[src/design/tss_pkg.sv]
// tss_pkg: shared types, constants and helpers of the trajectory segment sampler
// used by tss_dp and trajectory_segment_sampler_core; no dependencies
`default_nettype none

package tss_pkg;

  localparam int AXES           = 3;
  localparam int WRITABLE_TERMS = 8;

  localparam logic       REQ_WRITE = 1'b0;
  localparam logic       REQ_EVAL  = 1'b1;

  localparam logic [3:0] OP_IDLE  = 4'd0;
  localparam logic [3:0] OP_INIT  = 4'd1;
  localparam logic [3:0] OP_CLEAR = 4'd2;
  localparam logic [3:0] OP_MAG   = 4'd3;
  localparam logic [3:0] OP_LO    = 4'd4;
  localparam logic [3:0] OP_HI    = 4'd5;
  localparam logic [3:0] OP_SCL   = 4'd6;
  localparam logic [3:0] OP_ACC   = 4'd7;
  localparam logic [3:0] OP_RND   = 4'd8;

  typedef struct packed {
    logic              req_type;
    logic [5:0]        segment_index;
    logic [1:0]        axis_index;
    logic [2:0]        term_index;
    logic signed [47:0] coefficient_value;
    logic [23:0]       local_time;
  } tss_in_t;

  typedef struct packed {
    logic signed [47:0] pos_x;
    logic signed [47:0] pos_y;
    logic signed [47:0] pos_z;
    logic signed [47:0] vel_x;
    logic signed [47:0] vel_y;
    logic signed [47:0] vel_z;
    logic signed [47:0] acc_x;
    logic signed [47:0] acc_y;
    logic signed [47:0] acc_z;
    logic               saturated;
  } tss_out_t;

  typedef struct packed {
    logic [3:0] op;
    logic [7:0] weight;
    logic       coef_zero;
  } tss_ctrl_t;

  // derivative weight of the coefficient of t^(m+d), which becomes the t^m term after d derivatives
  function automatic logic [7:0] deriv_weight(input logic [4:0] m, input logic [1:0] d);
    logic [9:0] a;
    logic [9:0] b;
    logic [9:0] p;
    begin
      a = 10'(m) + 10'd1;
      b = 10'(m) + 10'd2;
      p = a * b;
      case (d)
        2'd0:    deriv_weight = 8'd1;
        2'd1:    deriv_weight = a[7:0];
        default: deriv_weight = p[7:0];
      endcase
    end
  endfunction

endpackage

`default_nettype wire

[src/design/tss_dp.sv]
// tss_dp: shared fixed-point datapath (32x24 multiplier, scaler, accumulator, rounder)
// depends on tss_pkg
`default_nettype none

module tss_dp (
  input  wire logic               clk,
  input  wire tss_pkg::tss_ctrl_t ctrl,
  input  wire logic [23:0]        t,
  input  wire logic signed [47:0] coef,
  output logic signed [47:0]      res,
  output logic                    clip
);

  localparam logic [63:0] POS_LIM = {1'b0, {63{1'b1}}};
  localparam logic [63:0] NEG_LIM = {1'b1, {63{1'b0}}};
  localparam logic [47:0] POS48   = {1'b0, {47{1'b1}}};
  localparam logic [47:0] NEG48   = {1'b1, {47{1'b0}}};

  logic signed [63:0] acc_r;
  logic [63:0]        mag_r;
  logic               neg_r;
  logic [55:0]        plo_r;
  logic [55:0]        phi_r;
  logic signed [56:0] cw_r;
  logic [63:0]        mtm_r;
  logic [47:0]        rnd_r;
  logic               clip_r;

  logic [31:0]        mul_a;
  logic [55:0]        prod;
  logic signed [56:0] cw_prod;
  logic [56:0]        lo_rnd;
  logic [63:0]        sm;
  logic               hi_big;
  logic [63:0]        mtm_nxt;
  logic               sc_clip;
  logic signed [65:0] sum;
  logic               acc_ovf;
  logic signed [63:0] acc_nxt;
  logic [63:0]        acc_abs;
  logic [64:0]        rs;
  logic [48:0]        r;
  logic [47:0]        rnd_nxt;
  logic               rnd_clip;

  // shared multiplier: low or high half of the magnitude times time
  assign mul_a = (ctrl.op == tss_pkg::OP_HI) ? mag_r[63:32] : mag_r[31:0];
  assign prod  = 56'(mul_a) * 56'(t);

  assign cw_prod = 57'(coef) * 57'($signed({1'b0, ctrl.weight}));

  assign acc_abs = acc_r[63] ? (64'd0 - $unsigned(acc_r)) : $unsigned(acc_r);

  // product scaling back to q31.32 with saturation of the magnitude
  always_comb begin
    lo_rnd  = 57'(plo_r) + 57'(16'h8000);
    sm      = {phi_r[46:0], 16'd0} + 64'(lo_rnd[56:16]);
    hi_big  = |phi_r[55:47];
    mtm_nxt = sm;
    sc_clip = 1'b0;
    if (hi_big) begin
      mtm_nxt = neg_r ? NEG_LIM : POS_LIM;
      sc_clip = 1'b1;
    end else if (!neg_r && sm[63]) begin
      mtm_nxt = POS_LIM;
      sc_clip = 1'b1;
    end else if (neg_r && sm[63] && (|sm[62:0])) begin
      mtm_nxt = NEG_LIM;
      sc_clip = 1'b1;
    end
  end

  always_comb begin
    if (neg_r) begin
      sum = 66'(cw_r) - $signed({2'b00, mtm_r});
    end else begin
      sum = 66'(cw_r) + $signed({2'b00, mtm_r});
    end
    acc_ovf = !((sum[65:63] == 3'b000) || (sum[65:63] == 3'b111));
    if (acc_ovf) begin
      acc_nxt = sum[65] ? $signed(NEG_LIM) : $signed(POS_LIM);
    end else begin
      acc_nxt = sum[63:0];
    end
  end

  // final rounding to q31.16
  always_comb begin
    rs       = 65'(mag_r) + 65'(16'h8000);
    r        = rs[64:16];
    rnd_nxt  = r[47:0];
    rnd_clip = 1'b0;
    if (!neg_r && (r[48] || r[47])) begin
      rnd_nxt  = POS48;
      rnd_clip = 1'b1;
    end else if (neg_r && (r[48] || (r[47] && (|r[46:0])))) begin
      rnd_nxt  = NEG48;
      rnd_clip = 1'b1;
    end
  end

  always_ff @(posedge clk) begin
    case (ctrl.op)
      tss_pkg::OP_INIT: begin
        acc_r  <= '0;
        clip_r <= 1'b0;
      end
      tss_pkg::OP_CLEAR: begin
        acc_r <= '0;
      end
      tss_pkg::OP_MAG: begin
        mag_r <= acc_abs;
        neg_r <= acc_r[63];
      end
      tss_pkg::OP_LO: begin
        plo_r <= prod;
      end
      tss_pkg::OP_HI: begin
        phi_r <= prod;
        cw_r  <= ctrl.coef_zero ? '0 : cw_prod;
      end
      tss_pkg::OP_SCL: begin
        mtm_r  <= mtm_nxt;
        clip_r <= clip_r | sc_clip;
      end
      tss_pkg::OP_ACC: begin
        acc_r  <= acc_nxt;
        clip_r <= clip_r | acc_ovf;
      end
      tss_pkg::OP_RND: begin
        rnd_r  <= rnd_nxt;
        clip_r <= clip_r | rnd_clip;
      end
      default: begin
      end
    endcase
  end

  assign res  = $signed(neg_r ? (48'd0 - rnd_r) : rnd_r);
  assign clip = clip_r;

endmodule

`default_nettype wire

[config.mk]
export PLATFORM = sky130hd
export DESIGN_NAME = tss_dp
export DESIGN_NICKNAME = d
export VERILOG_FILES = /design/src/design/tss_pkg.sv /design/src/design/tss_dp.sv
export SDC_FILE = /design/constraint.sdc
export NUM_CORES = 2
export LEC_CHECK = 0
export BUFFER_PORTS_ARGS = -buffer_cell sky130_fd_sc_hd__buf_2
export CORE_ASPECT_RATIO = 1.2
export CORE_MARGIN = 2
export CORE_UTILIZATION = 45
export DETAILED_ROUTE_END_ITERATION = 6
export PLACE_DENSITY_LB_ADDON = 0.08
export REMOVE_ABC_BUFFERS = 1
export SYNTH_ARGS = -nofsm -noshare
export SYNTH_HDL_FRONTEND = slang
export SYNTH_SLANG_ARGS = --single-unit
[constraint.sdc]
create_clock -name clk -period 19.3 [get_ports clk]
set_input_delay 3.86 -clock clk [delete_from_list [all_inputs] [get_ports clk]]
set_output_delay 3.86 -clock clk [all_outputs]
set_load 0.02 [all_outputs]
# After elaboration in Yosys (flattened, before gate mapping)
# Index checks and enable logic that the tools add are counted.
[totals]
output_inout_bits = 49
word_cells = 67
inputBits = 86
ff_bits = 411
[op_classes]
bitwise = 3
mul = 2
mux = 18
n_addsub = 7
n_reduce_logical = 18
n_eq_ne = 9
[op_table]
columns = ["operator", "count"]
rows = [
  ["2-to-1 mux 64 bit", 6],
  ["case mux 64 bit (2 select lines)", 1],
  ["2-to-1 mux 48 bit", 2],
  ["adder 57 x 65 -> 66 bit", 1],
  ["2-to-1 mux 66 bit", 1],
  ["subtractor 57 x 65 -> 66 bit", 1],
  ["adder 64 x 16 -> 65 bit, second input constant", 1],
  ["adder 63 x 41 -> 64 bit", 1],
  ["subtractor 1 x 64 -> 64 bit, first input constant", 1],
  ["2-to-1 mux 63 bit", 1],
  ["OR reduction 63 bit", 1],
  ["adder 56 x 16 -> 57 bit, second input constant", 1],
  ["multiplier 48 x 9 -> 57 bit", 1],
  ["multiplier 32 x 24 -> 56 bit", 1],
  ["subtractor 1 x 48 -> 48 bit, first input constant", 1],
  ["OR reduction 47 bit", 1],
  ["2-to-1 mux 32 bit", 1],
  ["== test 4 x 3 -> 1 bit, second input constant", 4],
  ["OR reduction 9 bit", 1],
  ["== test 4 x 2 -> 1 bit, second input constant", 2],
  ["logical AND 1 bit", 6],
  ["2-to-1 mux 1 bit", 5],
  ["== test 4 x 1 -> 1 bit, second input constant", 1],
  ["== test 4 bit, second input constant", 1],
  ["other kinds (9)", 14],
]

# Logic depth before layout (Yosys ltp)
[depth]
ltp_word = 9
depth_mapped = 33
mapped_depth_nobuf = 29

# Least setup slack after synthesis
# Ideal clock, no wire load.
[synth_path]
path_kind = "input -> register"
startpoint = "input port ctrl[9] in the netlist's numbering"
endpoint = "register phi_r[52], data pin"
path_buffers = 4
path_stages = 32
setup_time_ns = 0.269
path_slack_ns = 3.125
required_ns = 19.031
arrival_ns = 15.906
path_cell_list = "clkbuf_1 -> nor4bb_1 -> clkbuf_1 -> clkbuf_1 -> mux2_2 -> clkbuf_1 -> nand2_1 -> fa_1 -> inv_1 -> fa_1 -> inv_1 -> fa_1 -> fa_1 -> inv_1 -> fa_1 -> fa_1 -> inv_1 -> fa_1 -> inv_1 -> ha_1 -> and4_1 -> and2_1 -> a221o_1 -> a2111o_1 -> a41o_1 -> a221o_1 -> a211oi_1 -> o21ai_0 -> a21oi_1 -> o21bai_1 -> a21o_1 -> xor2_1"
[synth_via]
elab_chain_len = 3
[synth_lines]
columns = ["item", "line", "text"]
rows = [
  ["from (decl)", "tss_dp.sv:7", "input wire tss_pkg::tss_ctrl_t ctrl,"],
  ["== test 4 x 3 -> 1 bit", "tss_dp.sv:47", "assign mul_a = (ctrl.op == tss_pkg::OP_HI) ? mag_r[63:32] : mag_r[31:0];"],
  ["2-to-1 mux 32 bit", "tss_dp.sv:47", ""],
  ["multiplier 32 x 24 -> 56 bit", "tss_dp.sv:48", "assign prod = 56'(mul_a) * 56'(t);"],
  ["net prod[52]", "tss_dp.sv:30", "logic [55:0] prod;"],
  ["to (signal assigned)", "tss_dp.sv:119", "phi_r <= prod;"],
  ["to (decl)", "tss_dp.sv:23", "logic [55:0] phi_r;"],
]
# The timed path passes the listed nets, and every way through them passes these cells.
# A chain may end at the register's enable or synchronous reset.

# Worst setup path in the final report
# Ends and elaborated chain as after synthesis.

==> results.yml <==
clock_tree:
  clkLatencyLatePin_ns: 0.61
  cts-htree-levels: 2
  cts_max_path_buffers: 3
  cts_root_buf: "clkbuf_16"
  cts_sinks: 396
  clkTransAtPathRegs_ns: 0.06
  cts_buffers: 47
  cts_tree: "done"
  postCtsHoldBufs: 0
  ctsResizeCount: 0
  post-cts-setup-buffers: 0
synthesis:
  yosys_warnings: 0
  synthFlopType: "edfxtp_1"
  synthSimpleGateAreaFrac_pct: 18.0
  synth-compound-area-share_pct: 9.50
  yosys_register_bits: 396
  postSynth.asyncResetShare_pct: 0
  synth_area_um2: 63300
  synth_mux_area_share_pct: 0.771
  synthXorXnorAreaFrac_pct: 6.39
  synthCells: 6921
  synthAdderAreaFrac_pct: 37.9
  ys_seq_area_share_pct: 18.8
  avgSynthCellArea_um2: 9.15
  synth-edff-count: 396
  synth_top_family_by_area: "adder cells"
  synth.distinct_cells: 81
critical_path:
  path_class: "input pin to flop"
  r2r-start: "mag_r[18]"
  startpoint: "ctrl[9]"
  critical_path.most_common_cell: "fa_1"
  end_kind: "flop"
  cpLargestDelayFamily: "adder cells"
  slowest_delay_ns: 0.86
  critPathBufInv: 7
  cp.arrival_ns: 14.28
  rrSetupSlack_ns: 9.86
  cpMaxStageDelayCell: "buf_4"
  worstPathRequired_ns: 19.65
  critPathMaxFanout: 75
  cp-start-kind: "input pin"
sta:
  slew_violations: 0
  relSlewSlack_pct: 22.6
  setup_ws_ns: 5.37
  max_freq_ghz: 0.0718
  post-route-min-period_ns: 13.93
  post-route-period-util_pct: 72.2
  worst_slew_pin_slew_ns: 1.15
  rsz0062_at_grt: "false"
  setup_violations: 0
  hold_viol: 0
  finalClockSkew_ns: 0.0311
die:
  initial_core_util_pct: 45.4
  die_y_um: 415
  core-area_um2: 139000
  fp.dieArea_um2: 144000
  io_pins: 135
  rows: 150
  die_w_um: 346
grt:
  use_met1_pct: 34.5
  gr-total-overflow: 0
  met3_usage_pct: 2.43
  grt_pass1_wl_mm: 285
  first_global_vias: 49100
  antenna_found_initial: 4
  busiest_layer: "met2"
  use_met2_pct: 43.2
  grt_max_degree: 76
  grt.total_usage_pct: 25.4
final_layout:
  final_common_cell: "inv_1"
  layout_common_cells: "1137 x inv_1, 954 x fa_1, 734 x nand2_1"
  area_growth_pct: 5.51
  fillCellCount: 13600
  layout.cells.non_filler: 8666
  num-nets-final: 8237
  drive_gt1_share_pct: 4.43
placed_design:
  dp_hpwl_mm: 146
  gp_congestion: 0.905
  numPlacedInstances: 8581
  dp_slack_ns: 4.76
  portBuffers: 134
route:
  routed_via_density: 5.43
  drcViolationCount: 0
  wl_per_cell_um: 20.7
  routed_wl_mm: 180
  num_vias: 47000
  drt_iter0_markers: 3164
  detail-route-antenna-nets: 0
  drt-pass1-iter-count: 7
run_status:
  status: "finished, final reports clean"
min_path:
  hp-start: "acc_r[0]"
  hold_class: "flop to flop"
run:
  drv_cap: 0
[synthesized netlist by cell type (94+ instances only)]
master	instances	area, um2
inv_1	1137	4270
fa_1	954	19100
nand2_1	734	2760
and2_1	662	4140
edfxtp_1	396	11900
ha_1	391	4890
xnor2_1	338	2960
clkbuf_1	302	1130
a21oi_1	299	1500
nor2_1	298	1120
o21ai_0	261	1310
xor2_1	124	1090
a21o_1	120	901
nand3_1	94	470
[per-layer routing]
layer | wire [um] | vias to the layer above
met5 | 0 | -
met3 | 8240 | 205
li1 | - | 22000
met2 | 87000 | 1097
met4 | 5560 | 0
met1 | 78800 | 23800
[area by class of cell]
| class | count | area [um2] | area share (%) |
|---|---|---|---|
| well taps | 1824 | 2280 | 3.42 |
| clock buffers | 51 | 1190 | 1.78 |
| repair buffers | 156 | 836 | 1.25 |
| clock inverters | 33 | 303 | 0.453 |
| inverters | 1138 | 4270 | 6.39 |
| flip-flops and latches | 396 | 11900 | 17.8 |
| multi-input cells | 5067 | 46000 | 68.9 |
| diodes | 1 | 2.50 | 0.00375 |
[worst reg2reg max path, delay by kind of cell, from the launching register on]
| kind | cells | cell delay [ns] |
|---|---|---|
| simple gates | 3 | 0.54 |
| compound gates | 9 | 2.74 |
| xor+xnor | 1 | 0.15 |
| mux | 1 | 0.67 |
| flops | 1 | 0.85 |
| buf+inv | 5 | 0.26 |
| fa+ha+maj | 8 | 3.99 |
[path summary, 6_finish.rpt]
kind | depth (start not counted) | end
max | 30 | phi_r[52]
min | 0 | mag_r[0]
max reg2reg | 27 | phi_r[52]
min reg2reg | 0 | mag_r[0]
[state kept, by name (all words and copies together), names as in the netlist]
| name | cells |
|---|---|
| acc_r | 64 |
| cw_r | 57 |
| neg_r | 1 |
| clip | 1 |
| mtm_r | 64 |
| phi_r | 56 |
| mag_r | 64 |
| plo_r | 41 |
| rnd_r | 48 |
[stage by stage]
stage / area (um2) / hold slack, ns / utilization, % / TNS (ns)
2_1_floorplan: 62100 / 0.474 / - / -777.12
3_3_place_gp: 65300 / 0.537 / 46.8 / 0
3_5_place_dp: 65300 / 0.546 / 46.8 / 0
4_1_cts: 66800 / 0.537 / 47.9 / 0
5_1_grt: 66800 / 0.561 / 47.9 / 0
6_report: 66800 / 0.546 / 47.9 / 0
[cells by family after synthesis]
logic type,Yosys count
fa+ha+maj,1345
flops,396
compound gates,976
xor+xnor,462
mux,44
simple gates,2240
buf+inv,1458
Power is not shown: default switching activity piles up to over one toggle a cycle in this logic, so the estimate is an artifact.
